$ cat config.mk
export PLATFORM = sky130hd
export DESIGN_NAME = tga_rle_pixel_decoder
export DESIGN_NICKNAME = d
export VERILOG_FILES = /design/src/rtl/tga_rle_pkg.sv /design/src/rtl/tga_rle_pixel_decoder.sv /design/src/rtl/tga_rle_front.sv /design/src/rtl/tga_rle_queue.sv /design/src/rtl/tga_rle_back.sv
export VERILOG_INCLUDE_DIRS = /design/src /design/src/rtl
export SDC_FILE = /design/constraint.sdc
export NUM_CORES = 1
export LEC_CHECK = 0
export BUFFER_PORTS_ARGS = -buffer_cell sky130_fd_sc_hd__clkbuf_2
export CORE_MARGIN = 3
export CORE_UTILIZATION = 40
export CTS_BUF_LIST = sky130_fd_sc_hd__clkbuf_8
export CTS_CLUSTER_SIZE = 12
export DETAILED_ROUTE_END_ITERATION = 10
export SLEW_MARGIN = 10
export SYNTH_ARGS = -nofsm -noshare
export SYNTH_HDL_FRONTEND = slang
export SYNTH_SLANG_ARGS = --single-unit
$ cat constraint.sdc
create_clock -name clk -period 4.8 [get_ports clk]
set_input_delay 0.96 -clock clk [delete_from_list [all_inputs] [get_ports clk]]
set_output_delay 0.96 -clock clk [all_outputs]
set_load 0.01 [all_outputs]
$ cat src/rtl/tga_rle_pixel_decoder_macros.svh
// Assertion macros for the TGA run-length pixel decoder.
// Every module that asserts uses the clock clk and the reset arst_n.
`ifndef TGA_RLE_PIXEL_DECODER_MACROS_SVH
`define TGA_RLE_PIXEL_DECODER_MACROS_SVH

`ifndef SYNTH

// The consequent must hold in the same cycle as the antecedent.
`define TGA_RLE_ASSERT_IMP(lbl, ante, cons) \
	lbl: assert property (@(posedge clk) disable iff (!arst_n) (ante) |-> (cons)) \
		else $error("tga_rle: same-cycle check failed");

// The consequent must hold in the cycle after the antecedent.
`define TGA_RLE_ASSERT_NXT(lbl, ante, cons) \
	lbl: assert property (@(posedge clk) disable iff (!arst_n) (ante) |=> (cons)) \
		else $error("tga_rle: next-cycle check failed");

`else

`define TGA_RLE_ASSERT_IMP(lbl, ante, cons)
`define TGA_RLE_ASSERT_NXT(lbl, ante, cons)

`endif

`endif

$ cat src/rtl/tga_rle_pkg.sv
`default_nettype none

package tga_rle_pkg;

	// Packet header codes: below the limit a raw packet, else a run.
	localparam logic [7:0] RAW_LIMIT = 8'd128;
	localparam logic [7:0] RUN_BIAS  = 8'd127;

	// Pixel size selection; any other value decodes as three bytes.
	localparam logic [2:0] BPP_FOUR = 3'd4;

	// Configuration register indexes (paddr[2]).
	localparam logic REG_BPP   = 1'b0;
	localparam logic REG_TOTAL = 1'b1;

	// Queue between the front and the back.
	localparam int QDEPTH = 2;
	localparam int QPTR_W = $clog2(QDEPTH);
	localparam int QCNT_W = $clog2(QDEPTH + 1);

	// One decoded pixel as handed from the front to the back.
	typedef struct packed {
		logic [31:0] color;   // stored bytes, first byte lowest
		logic        four;    // pixel had four bytes (alpha valid)
		logic [7:0]  count;   // repeat count
		logic        done;    // last pixel of the image
		logic        err;     // pixel overran the image total
	} pix_event_t;

endpackage

`default_nettype wire

$ cat src/rtl/tga_rle_pixel_decoder.sv
// Channel   | Dir | Signals                              | Contents
// ----------+-----+--------------------------------------+-------------------------------
// s_*       | in  | s_tvalid s_tready s_tdata[7:0]       | data_byte
// m_*       | out | m_tvalid m_tready m_tdata[39:0]      | red green blue alpha repeat_count
//           |     | m_tlast, m_tuser                     | image_done, overrun_error
// APB       | in  | psel penable pwrite paddr[2:0] ...   | 0: bytes_per_pixel 4: pixel_total
//
// One input byte is taken every cycle while the two-entry event queue has room;
// the front's header, byte assembly and 33-bit total compare finish in that cycle.
// A completed pixel is registered in the event queue and then in the output register.
// A stalled sink fills the output register and then the queue, after which
// s_tready falls; reset returns to expecting a packet header with a zero count.
`default_nettype none

module tga_rle_pixel_decoder (
	input  wire logic        clk,
	input  wire logic        arst_n,
	// Input stream
	input  wire logic        s_tvalid,
	output logic             s_tready,
	input  wire logic [7:0]  s_tdata,    // [7:0] data_byte
	// Output stream
	output logic             m_tvalid,
	input  wire logic        m_tready,
	output logic [39:0]      m_tdata,    // [7:0] red, [15:8] green, [23:16] blue,
	                                     // [31:24] alpha, [39:32] repeat_count
	output logic             m_tlast,    // image_done
	output logic             m_tuser,    // [0] overrun_error
	// Configuration
	input  wire logic        psel,
	input  wire logic        penable,
	input  wire logic        pwrite,
	input  wire logic [2:0]  paddr,
	input  wire logic [31:0] pwdata,
	output logic [31:0]      prdata,
	output logic             pready
);

	logic [2:0]  bpp_q;
	logic [31:0] total_q;
	logic        cfg_wr;
	logic        accept;
	logic        push;
	logic        full;
	logic        pop;
	logic        empty;

	tga_rle_pkg::pix_event_t front_event;
	tga_rle_pkg::pix_event_t head_event;

	// Configuration registers.
	assign pready = 1'b1;
	assign cfg_wr = psel && penable && pwrite && pready;

	always_ff @(posedge clk or negedge arst_n) begin
		if (!arst_n) begin
			bpp_q   <= 3'd4;
			total_q <= 32'd1;
		end else if (cfg_wr) begin
			unique case (paddr[2])
				tga_rle_pkg::REG_BPP:   bpp_q   <= pwdata[2:0];
				tga_rle_pkg::REG_TOTAL: total_q <= pwdata;
				default:                bpp_q   <= bpp_q;
			endcase
		end
	end

	always_comb begin
		unique case (paddr[2])
			tga_rle_pkg::REG_BPP:   prdata = {29'd0, bpp_q};
			tga_rle_pkg::REG_TOTAL: prdata = total_q;
			default:                prdata = 32'd0;
		endcase
	end

	// Input beats are taken while the queue has room.
	assign s_tready = !full;
	assign accept   = s_tvalid && s_tready;

	tga_rle_front u_front (
		.clk             (clk),
		.arst_n          (arst_n),
		.accept          (accept),
		.data_byte       (s_tdata),
		.bytes_per_pixel (bpp_q),
		.pixel_total     (total_q),
		.push            (push),
		.event_out       (front_event)
	);

	tga_rle_queue u_queue (
		.clk       (clk),
		.arst_n    (arst_n),
		.push      (push),
		.push_data (front_event),
		.full      (full),
		.pop       (pop),
		.pop_data  (head_event),
		.empty     (empty)
	);

	tga_rle_back u_back (
		.clk      (clk),
		.arst_n   (arst_n),
		.empty    (empty),
		.pop_data (head_event),
		.pop      (pop),
		.m_tvalid (m_tvalid),
		.m_tready (m_tready),
		.m_tdata  (m_tdata),
		.m_tlast  (m_tlast),
		.m_tuser  (m_tuser)
	);

endmodule

`default_nettype wire

$ cat src/rtl/tga_rle_front.sv
`default_nettype none
`include "tga_rle_pixel_decoder_macros.svh"

// Front end: parses packet headers, assembles pixel bytes and keeps the
// pixel count of the image, producing one event per completed pixel.
module tga_rle_front (
	input  wire logic                   clk,
	input  wire logic                   arst_n,
	input  wire logic                   accept,
	input  wire logic [7:0]             data_byte,
	input  wire logic [2:0]             bytes_per_pixel,
	input  wire logic [31:0]            pixel_total,
	output logic                        push,
	output tga_rle_pkg::pix_event_t     event_out
);

	localparam logic [1:0] PH_HEADER = 2'd0;
	localparam logic [1:0] PH_RAW    = 2'd1;
	localparam logic [1:0] PH_RUN    = 2'd2;

	logic [1:0]  phase_q;
	logic [7:0]  left_q;
	logic [1:0]  bip_q;
	logic [31:0] asm_q;
	logic [31:0] done_cnt_q;

	logic        four;
	logic        in_packet;
	logic [1:0]  bip_nx;
	logic        complete;
	logic [4:0]  lane_shift;
	logic [31:0] color;
	logic [7:0]  count;
	logic [32:0] reached;
	logic        over;
	logic [7:0]  left_nx;
	logic        end_img;
	logic [7:0]  hdr_left;
	logic [1:0]  hdr_phase;

	// Pixel size, byte position and the merged colour word.
	always_comb begin
		four       = (bytes_per_pixel == tga_rle_pkg::BPP_FOUR);
		bip_nx     = bip_q + 2'd1;
		complete   = (bip_nx == 2'd0) || (!four && (bip_nx == 2'd3));
		lane_shift = {bip_q, 3'b000};
		color      = asm_q | ({24'd0, data_byte} << lane_shift);
	end

	// Pixel accounting against the image total.
	always_comb begin
		count   = (phase_q == PH_RAW) ? 8'd1 : left_q;
		reached = {1'b0, done_cnt_q} + {25'd0, count};
		over    = reached > {1'b0, pixel_total};
		left_nx = left_q - count;
		end_img = (left_nx == 8'd0) && (reached[31:0] == pixel_total);
	end

	// Packet header classification.
	always_comb begin
		if (data_byte < tga_rle_pkg::RAW_LIMIT) begin
			hdr_phase = PH_RAW;
			hdr_left  = data_byte + 8'd1;
		end else begin
			hdr_phase = PH_RUN;
			hdr_left  = data_byte - tga_rle_pkg::RUN_BIAS;
		end
	end

	always_comb begin
		unique case (phase_q) inside
			PH_RAW, PH_RUN: in_packet = 1'b1;
			default:        in_packet = 1'b0;
		endcase
	end

	// A completed pixel becomes an event.
	assign push            = accept && in_packet && complete;
	assign event_out.color = color;
	assign event_out.four  = four;
	assign event_out.count = count;
	assign event_out.done  = !over && end_img;
	assign event_out.err   = over;

	// Decode state.
	always_ff @(posedge clk or negedge arst_n) begin
		if (!arst_n) begin
			phase_q    <= PH_HEADER;
			left_q     <= 8'd0;
			bip_q      <= 2'd0;
			asm_q      <= 32'd0;
			done_cnt_q <= 32'd0;
		end else if (accept) begin
			if (!in_packet) begin
				phase_q <= hdr_phase;
				left_q  <= hdr_left;
				bip_q   <= 2'd0;
				asm_q   <= 32'd0;
			end else if (!complete) begin
				bip_q <= bip_nx;
				asm_q <= color;
			end else begin
				bip_q <= 2'd0;
				asm_q <= 32'd0;
				if (over || end_img) begin
					// The image ends, by overrun or by reaching its total.
					phase_q    <= PH_HEADER;
					left_q     <= 8'd0;
					done_cnt_q <= 32'd0;
				end else begin
					done_cnt_q <= reached[31:0];
					left_q     <= left_nx;
					if (left_nx == 8'd0) begin
						phase_q <= PH_HEADER;
					end
				end
			end
		end
	end

	`TGA_RLE_ASSERT_NXT(a_end_restarts, push && (event_out.done || event_out.err), (phase_q == PH_HEADER) && (done_cnt_q == 32'd0))
	`TGA_RLE_ASSERT_IMP(a_header_aligned, phase_q == PH_HEADER, (bip_q == 2'd0) && (asm_q == 32'd0))
	`TGA_RLE_ASSERT_IMP(a_flags_exclusive, push, !(event_out.done && event_out.err))

endmodule

`default_nettype wire

$ cat src/rtl/tga_rle_queue.sv
`default_nettype none
`include "tga_rle_pixel_decoder_macros.svh"

// Short first-in first-out queue of pixel events between front and back.
module tga_rle_queue (
	input  wire logic                   clk,
	input  wire logic                   arst_n,
	input  wire logic                   push,
	input  wire tga_rle_pkg::pix_event_t push_data,
	output logic                        full,
	input  wire logic                   pop,
	output tga_rle_pkg::pix_event_t     pop_data,
	output logic                        empty
);

	tga_rle_pkg::pix_event_t entry_q [tga_rle_pkg::QDEPTH];

	logic [tga_rle_pkg::QPTR_W-1:0] wr_ptr_q;
	logic [tga_rle_pkg::QPTR_W-1:0] rd_ptr_q;
	logic [tga_rle_pkg::QCNT_W-1:0] cnt_q;

	assign full     = (cnt_q == tga_rle_pkg::QCNT_W'(tga_rle_pkg::QDEPTH));
	assign empty    = (cnt_q == '0);
	assign pop_data = entry_q[rd_ptr_q];

	// Entry storage.
	always_ff @(posedge clk) begin
		if (push) begin
			entry_q[wr_ptr_q] <= push_data;
		end
	end

	// Pointers and fill level.
	always_ff @(posedge clk or negedge arst_n) begin
		if (!arst_n) begin
			wr_ptr_q <= '0;
			rd_ptr_q <= '0;
			cnt_q    <= '0;
		end else begin
			if (push) begin
				wr_ptr_q <= wr_ptr_q + 1'b1;
			end
			if (pop) begin
				rd_ptr_q <= rd_ptr_q + 1'b1;
			end
			if (push && !pop) begin
				cnt_q <= cnt_q + 1'b1;
			end else if (pop && !push) begin
				cnt_q <= cnt_q - 1'b1;
			end
		end
	end

	`TGA_RLE_ASSERT_IMP(a_no_push_full, push, !full)
	`TGA_RLE_ASSERT_IMP(a_no_pop_empty, pop, !empty)

endmodule

`default_nettype wire

$ cat src/rtl/tga_rle_back.sv
`default_nettype none
`include "tga_rle_pixel_decoder_macros.svh"

// Back end: takes events from the queue, reorders the colour bytes to RGB
// with alpha, and holds the result beat until the sink takes it.
module tga_rle_back (
	input  wire logic                   clk,
	input  wire logic                   arst_n,
	input  wire logic                   empty,
	input  wire tga_rle_pkg::pix_event_t pop_data,
	output logic                        pop,
	output logic                        m_tvalid,
	input  wire logic                   m_tready,
	output logic [39:0]                 m_tdata,
	output logic                        m_tlast,
	output logic                        m_tuser
);

	logic        valid_q;
	logic [39:0] data_q;
	logic        last_q;
	logic        user_q;
	logic [7:0]  alpha;

	// The output register is free when empty or when its beat is taken.
	assign pop   = !empty && (!valid_q || m_tready);
	assign alpha = pop_data.four ? pop_data.color[31:24] : 8'd0;

	always_ff @(posedge clk or negedge arst_n) begin
		if (!arst_n) begin
			valid_q <= 1'b0;
		end else if (pop) begin
			valid_q <= 1'b1;
		end else if (m_tready) begin
			valid_q <= 1'b0;
		end
	end

	// Result payload: red, green, blue, alpha, repeat count.
	always_ff @(posedge clk) begin
		if (pop) begin
			data_q <= {pop_data.count, alpha, pop_data.color[7:0],
				pop_data.color[15:8], pop_data.color[23:16]};
			last_q <= pop_data.done;
			user_q <= pop_data.err;
		end
	end

	assign m_tvalid = valid_q;
	assign m_tdata  = data_q;
	assign m_tlast  = last_q;
	assign m_tuser  = user_q;

	`TGA_RLE_ASSERT_NXT(a_pop_loads, pop, valid_q)

endmodule

`default_nettype wire

==> flow_summary_export.csv, run 1 <==
group,metric,value,unit
placed_design,post-place-cells,1492,
drt,drtAntennaViolNets,0,
worst_setup_path,required,5.23,ns
clock_tree,clock_latency,0.54,ns
pwr,p_int,4850,uW
timing,hold_violations,0,
worst_setup_path,rr_startpoint,"u_front.phase_q[0]",
pwr,p_clk_share,24.0,%
pwr,seqPwrFrac,41.4,%
yosys,syn_avg_cell_area,12.0,um2
global_routing,grt_pass1_wl,42200,um
pwr,peakVddDrop,0.240,mV
worst_setup_path,cp-startpoint,"u_front.phase_q[0]",
timing,setup_viol_count_final,0,
timing,slew_viol_final,0,
floorplan,io_pins,127,
global_routing,track_usage,16.8,%
clock_tree,cts_root_buffer,"clkbuf_8",
global_routing,antenna_found_initial,0,
worst_setup_path,r2r-end,"u_front.done_cnt_q[18]",
cells_and_area,fin_cells,1572,
clock_tree,holdBufCountCts,0,
cells_and_area,diodes,0,
timing,worst_pin_slew,1.13,ns
timing,min_period_over_period,95.7,%
cells_and_area,final_layout_size_suffix_gt1_share,31.4,%
pwr,power,7340,uW
worst_setup_path,path_class,"register to register",
pwr,p_leak,0.00636,uW
cells_and_area,nets,1260,
placed_design,dp.final_hpwl,17600,um
cells_and_area,mostFrequentLayoutCell,"edfxtp_1",
yosys,yosysUniqueCellTypes,66,
placed_design,place_ws,-0.137,ns
clock_tree,htree_levels,2,
floorplan,dieHeight,176,um
drt,drcViolationCount,0,
clock_tree,clock_sinks,244,
cells_and_area,postLayoutCoreUtil,49.9,%
yosys,synth_seq_cells,244,
job,max_cap_violations,0,
timing,fin_skew,0.0179,ns
worst_hold_path,holdCritPathClass,"input port to async pin",
yosys,syn_nets,1063,
worst_setup_path,critPathCaptureType,"register",
yosys,seq_area_frac_synth,58.4,%
yosys,synthArstFlopShare,47.5,%
yosys,synthCells,964,
timing,fin_crit,4.59,ns
clock_tree,clock_path_buffers,3,
timing,rsz0062_at_grt,"yes",
floorplan,die_w,176,um
placed_design,routabilityCongestion,0.824,
worst_setup_path,crit_path_max_fanout,10,
pwr,combPwrFrac,34.6,%
clock_tree,numCtsBuffers,41,
drt,drt_iter0_drc,538,
cells_and_area,final_cell_mix,"edfxtp_1 (128), clkbuf_2 (122), dfrtp_1 (114), buf_4 (78), mux2_2 (73)",
worst_setup_path,rr_worst_depth,20,
drt,route.vias.total,8038,
yosys,synth-edff-count,128,
worst_setup_path,worst-endpoint-arrival,5.02,ns
worst_setup_path,start_kind,"register",
floorplan,floorplan.rows,61,
global_routing,grt_overflow,0,
floorplan,core_area,28200,um2
cells_and_area,nFillCells,2557,
cells_and_area,areaGrowthSynthToFinish,21.5,%
yosys,ys_warn_count,0,
run_status,run_status,"complete, no violations",
drt,dr.pass1.iters,5,
global_routing,first_global_vias,8144,
worst_setup_path,worst-r2r-setup-slack,0.21,ns
timing,slew-limit-headroom,24.5,%
global_routing,grt_max_degree,58,
clock_tree,path_clk_slew,0.06,ns
timing,hold_slack,0.337,ns
pwr,sw_frac_of_total,33.9,%
yosys,netlist_area,11600,um2
placed_design,port_buffers,123,
drt,via_per_inst,5.11,
timing,worst_slack,0.208,ns
floorplan,die_area,31000,um2
timing,timing.fmax,0.218,GHz
pwr,power.switching,2490,uW
yosys,ys.flop_type,"edfxtp_1",
pwr,power_per_cell_area,522,nW/um2
clock_tree,tritoncts,"built",
floorplan,start_util,41.0,%
drt,routedWlPerCell,16.5,um
drt,routed_wl,25900,um
worst_setup_path,endpoint,"u_front.done_cnt_q[18]",
==> synthesized netlist by cell type, drive strengths merged (8+ instances only) <==
| cell type | count | share of area (%) |
|---|---|---|
| a21oi | 60 | 2.6 |
| inv | 53 | 1.7 |
| nor2b | 10 | 0.54 |
| and2 | 40 | 2.2 |
| nor2 | 69 | 2.3 |
| a22o | 16 | 1.2 |
| dfrtp | 114 | 25 |
| o31ai | 8 | 0.52 |
| edfxtp | 128 | 33 |
| xnor2 | 25 | 1.9 |
| nand3 | 25 | 1.1 |
| nand4 | 17 | 0.92 |
| mux2 | 73 | 7.1 |
| clkbuf | 36 | 1.2 |
| o21ai | 27 | 1.2 |
| buf | 12 | 0.57 |
| a21o | 36 | 2.3 |
| xor2 | 12 | 0.91 |
| nand2 | 55 | 1.8 |
| nor3 | 15 | 0.65 |
| ha | 48 | 5.2 |
==> worst min-delay path by stage <==
stage,depth (start not counted),slack [ns],to,start
4_1_cts,1,0.32,u_front.done_cnt_q[16],arst_n
3_5_place_dp,1,0.47,u_queue.rd_ptr_q,u_queue.rd_ptr_q
2_1_floorplan,2,0.45,u_front.done_cnt_q[2],u_front.done_cnt_q[2]
6_report,1,0.34,u_front.done_cnt_q[16],arst_n
3_3_place_gp,1,0.46,u_queue.rd_ptr_q,u_queue.rd_ptr_q
5_1_grt,1,0.33,u_front.done_cnt_q[16],arst_n
==> power groups by stage <==
stage	sequential (uW)	combinational [uW]	clock [uW]
after floorplan	3100	1490	0
after global placement	3060	2390	0
after detailed placement	3070	2450	0
after CTS	3030	2470	1820
after global routing	3090	2840	1920
final	3040	2540	1760
==> timing repair <==
| action | CTS | global route |
|---|---|---|
| endpoints found under the setup margin | 42 | 46 |
| pin swaps | 0 | 12 |
| gates resized for setup | 6 | 44 |
| cloned | 0 | 0 |
| endpoints found under the hold margin | 0 | 0 |
| buffers inserted | 0 | 4 |
==> flip-flops by register name, indices dropped and copies added (netlist names) <==
register	cells
u_queue.entry_q	86
u_back.m_tdata	40
total_q	32
u_front.asm_q	32
u_front.done_cnt_q	32
u_front.left_q	8
bpp_q	3
u_front.bip_q	2
u_front.phase_q	2
u_queue.cnt_q	2
u_back.m_tlast	1
u_back.m_tuser	1
u_back.m_tvalid	1
u_queue.rd_ptr_q	1
u_queue.wr_ptr_q	1
==> cells by family (layout without fill, tap and decap cells) <==
kind of cell	count (synthesis)	in the layout	share of synthesized area, %
AOI/OAI and AO/OA	194	194	11.2
xor gates and xnor gates	37	37	2.80
adders and majority gates	49	49	5.37
buffers and inverters	101	331	3.47
DFF	244	244	58.4
muxes	73	73	7.11
other	1	1	0.0325
and+or+nand+nor	265	265	11.6
==> worst max-delay path, stage by stage, from the launching register on <==
cell and delay [ns]:
dfrtp_1 0.42, ha_4 0.21, nor2b_2 0.21, ha_1 0.32, a2111oi_0 0.43, buf_4 0.20
a211oi_4 0.04, buf_4 0.16, nand4_1 0.12, nor2_1 0.07, xor2_1 0.17, ha_1 0.31
nand4_1 0.23, nor3_2 0.23, buf_4 0.14, and4_1 0.25, and4_1 0.25, nor2_2 0.07
buf_4 0.21, a31o_2 0.25, a22o_1 0.17
==> cell type report <==
type | count | area (um2) | area share, %
flip-flops and latches | 244 | 6750 | 48.1
multi-input cells | 619 | 4620 | 32.9
repair buffers | 202 | 1210 | 8.65
clock buffers | 46 | 633 | 4.51
well taps | 378 | 473 | 3.37
inverters | 53 | 199 | 1.42
clock inverters | 30 | 158 | 1.12
==> per-layer routing <==
metal | global-route usage (%) | wire length (um) | up-vias
li1 | - | - | 3899
met1 | 22.7 | 11800 | 3888
met2 | 27.8 | 12200 | 211
met3 | 3.33 | 1460 | 40
met4 | 4.49 | 481 | 0
met5 | 0 | 0 | -
==> metrics by stage <==
stage,area (um2),setup TNS [ns]
final,14000,0
after global routing,14000,-0.129
after CTS,13800,0
after detailed placement,13000,-1.77
after global placement,13000,-0.150
after floorplan,11600,0
Note: power is estimated with default switching activity, not from simulation.
==> run 2, diff against run 1 <==
==> constraint.sdc (replaced) <==
create_clock -name clk -period 3.9 [get_ports clk]
set_input_delay 0.78 -clock clk [delete_from_list [all_inputs] [get_ports clk]]
set_output_delay 0.78 -clock clk [all_outputs]
set_load 0.01 [all_outputs]
==> flow_summary_export.csv, run 2 (synthesized netlist as in run 1, its figures left out) <==
group,metric,value,unit
run_status,run_status,"finished with violations",
run_status,violations,"setup timing",
drt,routed_wl,26700,um
worst_setup_path,cp_slowest_stage_delay,0.41,ns
drt,via_per_inst,5.10,
floorplan,io_pins,127,
placed_design,place_ws,-0.699,ns
clock_tree,clock_latency,0.56,ns
drt,routedWlPerCell,16.6,um
clock_tree,tritoncts,"built",
worst_setup_path,rr_startpoint,"u_front.phase_q[0]",
pwr,peakVddDrop,0.254,mV
cells_and_area,areaGrowthSynthToFinish,26.7,%
drt,drt_iter0_drc,481,
timing,slew_viol_final,0,
drt,drtAntennaViolNets,0,
worst_setup_path,required,4.33,ns
timing,fin_skew,0.0303,ns
timing,fin_crit,4.37,ns
clock_tree,clock_sinks,244,
cells_and_area,final_layout_size_suffix_gt1_share,35.6,%
worst_setup_path,start_kind,"register",
worst_setup_path,worst-r2r-setup-slack,-0.47,ns
worst_setup_path,cp_num_cells,17,
clock_tree,htree_levels,2,
cells_and_area,diodes,0,
timing,setup_tns,-17.85,ns
pwr,p_leak,0.00662,uW
cells_and_area,final_cell_mix,"edfxtp_1 (128), clkbuf_2 (122), dfrtp_1 (114), buf_4 (102), inv_1 (76)",
floorplan,core_area,28200,um2
drt,dr.pass1.iters,5,
floorplan,floorplan.rows,61,
worst_setup_path,crit_family,"simple AND/OR/NAND/NOR gates",
floorplan,die_w,176,um
global_routing,grt_max_degree,117,
cells_and_area,mostFrequentLayoutCell,"edfxtp_1",
pwr,power_per_cell_area,635,nW/um2
clock_tree,clock_path_buffers,3,
worst_setup_path,path_cells,"ha_4 > or2_4 > ha_4 > fa_2 > a211oi_4 > o21ai_4 > nand4_1 > nor2_1 > xor2_1 > ha_1 > nand4_1 > nor3_4 > and4_4 > and4_4 > nor2_4 > and3_4 > a221o_1",
global_routing,grt_pass1_wl,43400,um
drt,drcViolationCount,0,
drt,route.vias.total,8225,
placed_design,port_buffers,123,
global_routing,track_usage,17.4,%
floorplan,dieHeight,176,um
global_routing,grt_overflow,0,
clock_tree,numCtsBuffers,42,
clock_tree,path_clk_slew,0.06,ns
clock_tree,cts_root_buffer,"clkbuf_8",
job,max_cap_violations,0,
worst_setup_path,cp-startpoint,"u_front.phase_q[0]",
worst_setup_path,crit_buf_inv,0,
timing,timing.fmax,0.229,GHz
worst_setup_path,rr_worst_depth,17,
worst_setup_path,worst-endpoint-arrival,4.81,ns
timing,rsz0062_at_grt,"yes",
floorplan,start_util,41.0,%
floorplan,die_area,31000,um2
timing,hold_violations,0,
placed_design,routabilityCongestion,0.884,
placed_design,placed_area,13200,um2
cells_and_area,largest_reg_flops,86,
worst_setup_path,endpoint,"u_front.left_q[1]",
cells_and_area,top_register,"u_queue.entry_q",
cells_and_area,fin_area,14600,um2
worst_setup_path,slowest_stage,"dfrtp_1",
global_routing,antenna_found_initial,0,
worst_setup_path,crit_path_max_fanout,6,
global_routing,first_global_vias,8244,
timing,worst_pin_slew,0.963,ns
timing,worst_slack,-0.474,ns
timing,setup_viol_count_final,46,
worst_setup_path,critPathCaptureType,"register",
pwr,power,9290,uW
timing,slew-limit-headroom,35.3,%
placed_design,dp.final_hpwl,17700,um
worst_setup_path,path_class,"register to register",
cells_and_area,nets,1301,
worst_setup_path,r2r-end,"u_front.left_q[1]",
worst_hold_path,holdCritPathClass,"input port to async pin",
timing,min_period_over_period,112,%
## run 2: stage by stage
step           instances  utilization (%)  hold WS, ns
3_5_place_dp        1505             47.0        0.479
2_1_floorplan        964                -        0.454
5_1_grt             1613             52.0        0.369
4_1_cts             1608             51.4        0.338
6_report            1613             52.0        0.320
3_3_place_gp        1505             47.0        0.471
## run 2: power breakdown
| group | switching (uW) | total, uW | internal, uW | leakage, uW |
|---|---|---|---|---|
| clock | 1030 | 2070 | 1040 | 0.000471 |
| sequential | 332 | 3770 | 3440 | 0.00267 |
| combinational | 1850 | 3440 | 1590 | 0.00348 |
| total | 3220 | 9290 | 6070 | 0.00662 |
## run 2: layout make-up
type                       count  area, um2
inverter                      53        199
fill                        2470      13500
clock buffer                  43        592
clock inverter                34        161
sequential                   244       6750
timing repair buffer         241       1590
tap                          378        473
multi-input combinational    620       4880
## run 2: repair_timing
item | 4_1_cts | 5_1_grt
setup buffers | 24 | 5
cloned | 2 | 0
endpoints found under the setup margin | 46 | 46
gates resized for setup | 63 | 27
pin swaps | 30 | 29
endpoints found under the hold margin | 0 | 0
hold buffers | 0 | 0
## run 2: worst min-delay path by stage
| stage | start | end | slack (ns) | depth (start not counted) |
|---|---|---|---|---|
| floorplan | u_front.done_cnt_q[2] | u_front.done_cnt_q[2] | 0.45 | 2 |
| global placement | u_front.done_cnt_q[7] | u_front.done_cnt_q[7] | 0.47 | 2 |
| detailed placement | u_front.done_cnt_q[2] | u_front.done_cnt_q[2] | 0.48 | 2 |
| CTS | arst_n | total_q[31] | 0.34 | 2 |
| global route | arst_n | total_q[20] | 0.37 | 2 |
| finish | arst_n | total_q[19] | 0.32 | 2 |
## run 2: routing by layer
metal	part of all wire (%)	GRT usage (%)	vias up
met4	1.6	4.42	0
met2	48	28.9	232
met3	5.2	3.18	41
li1	-	-	3988
met5	0	0	-
met1	45	23.7	3964
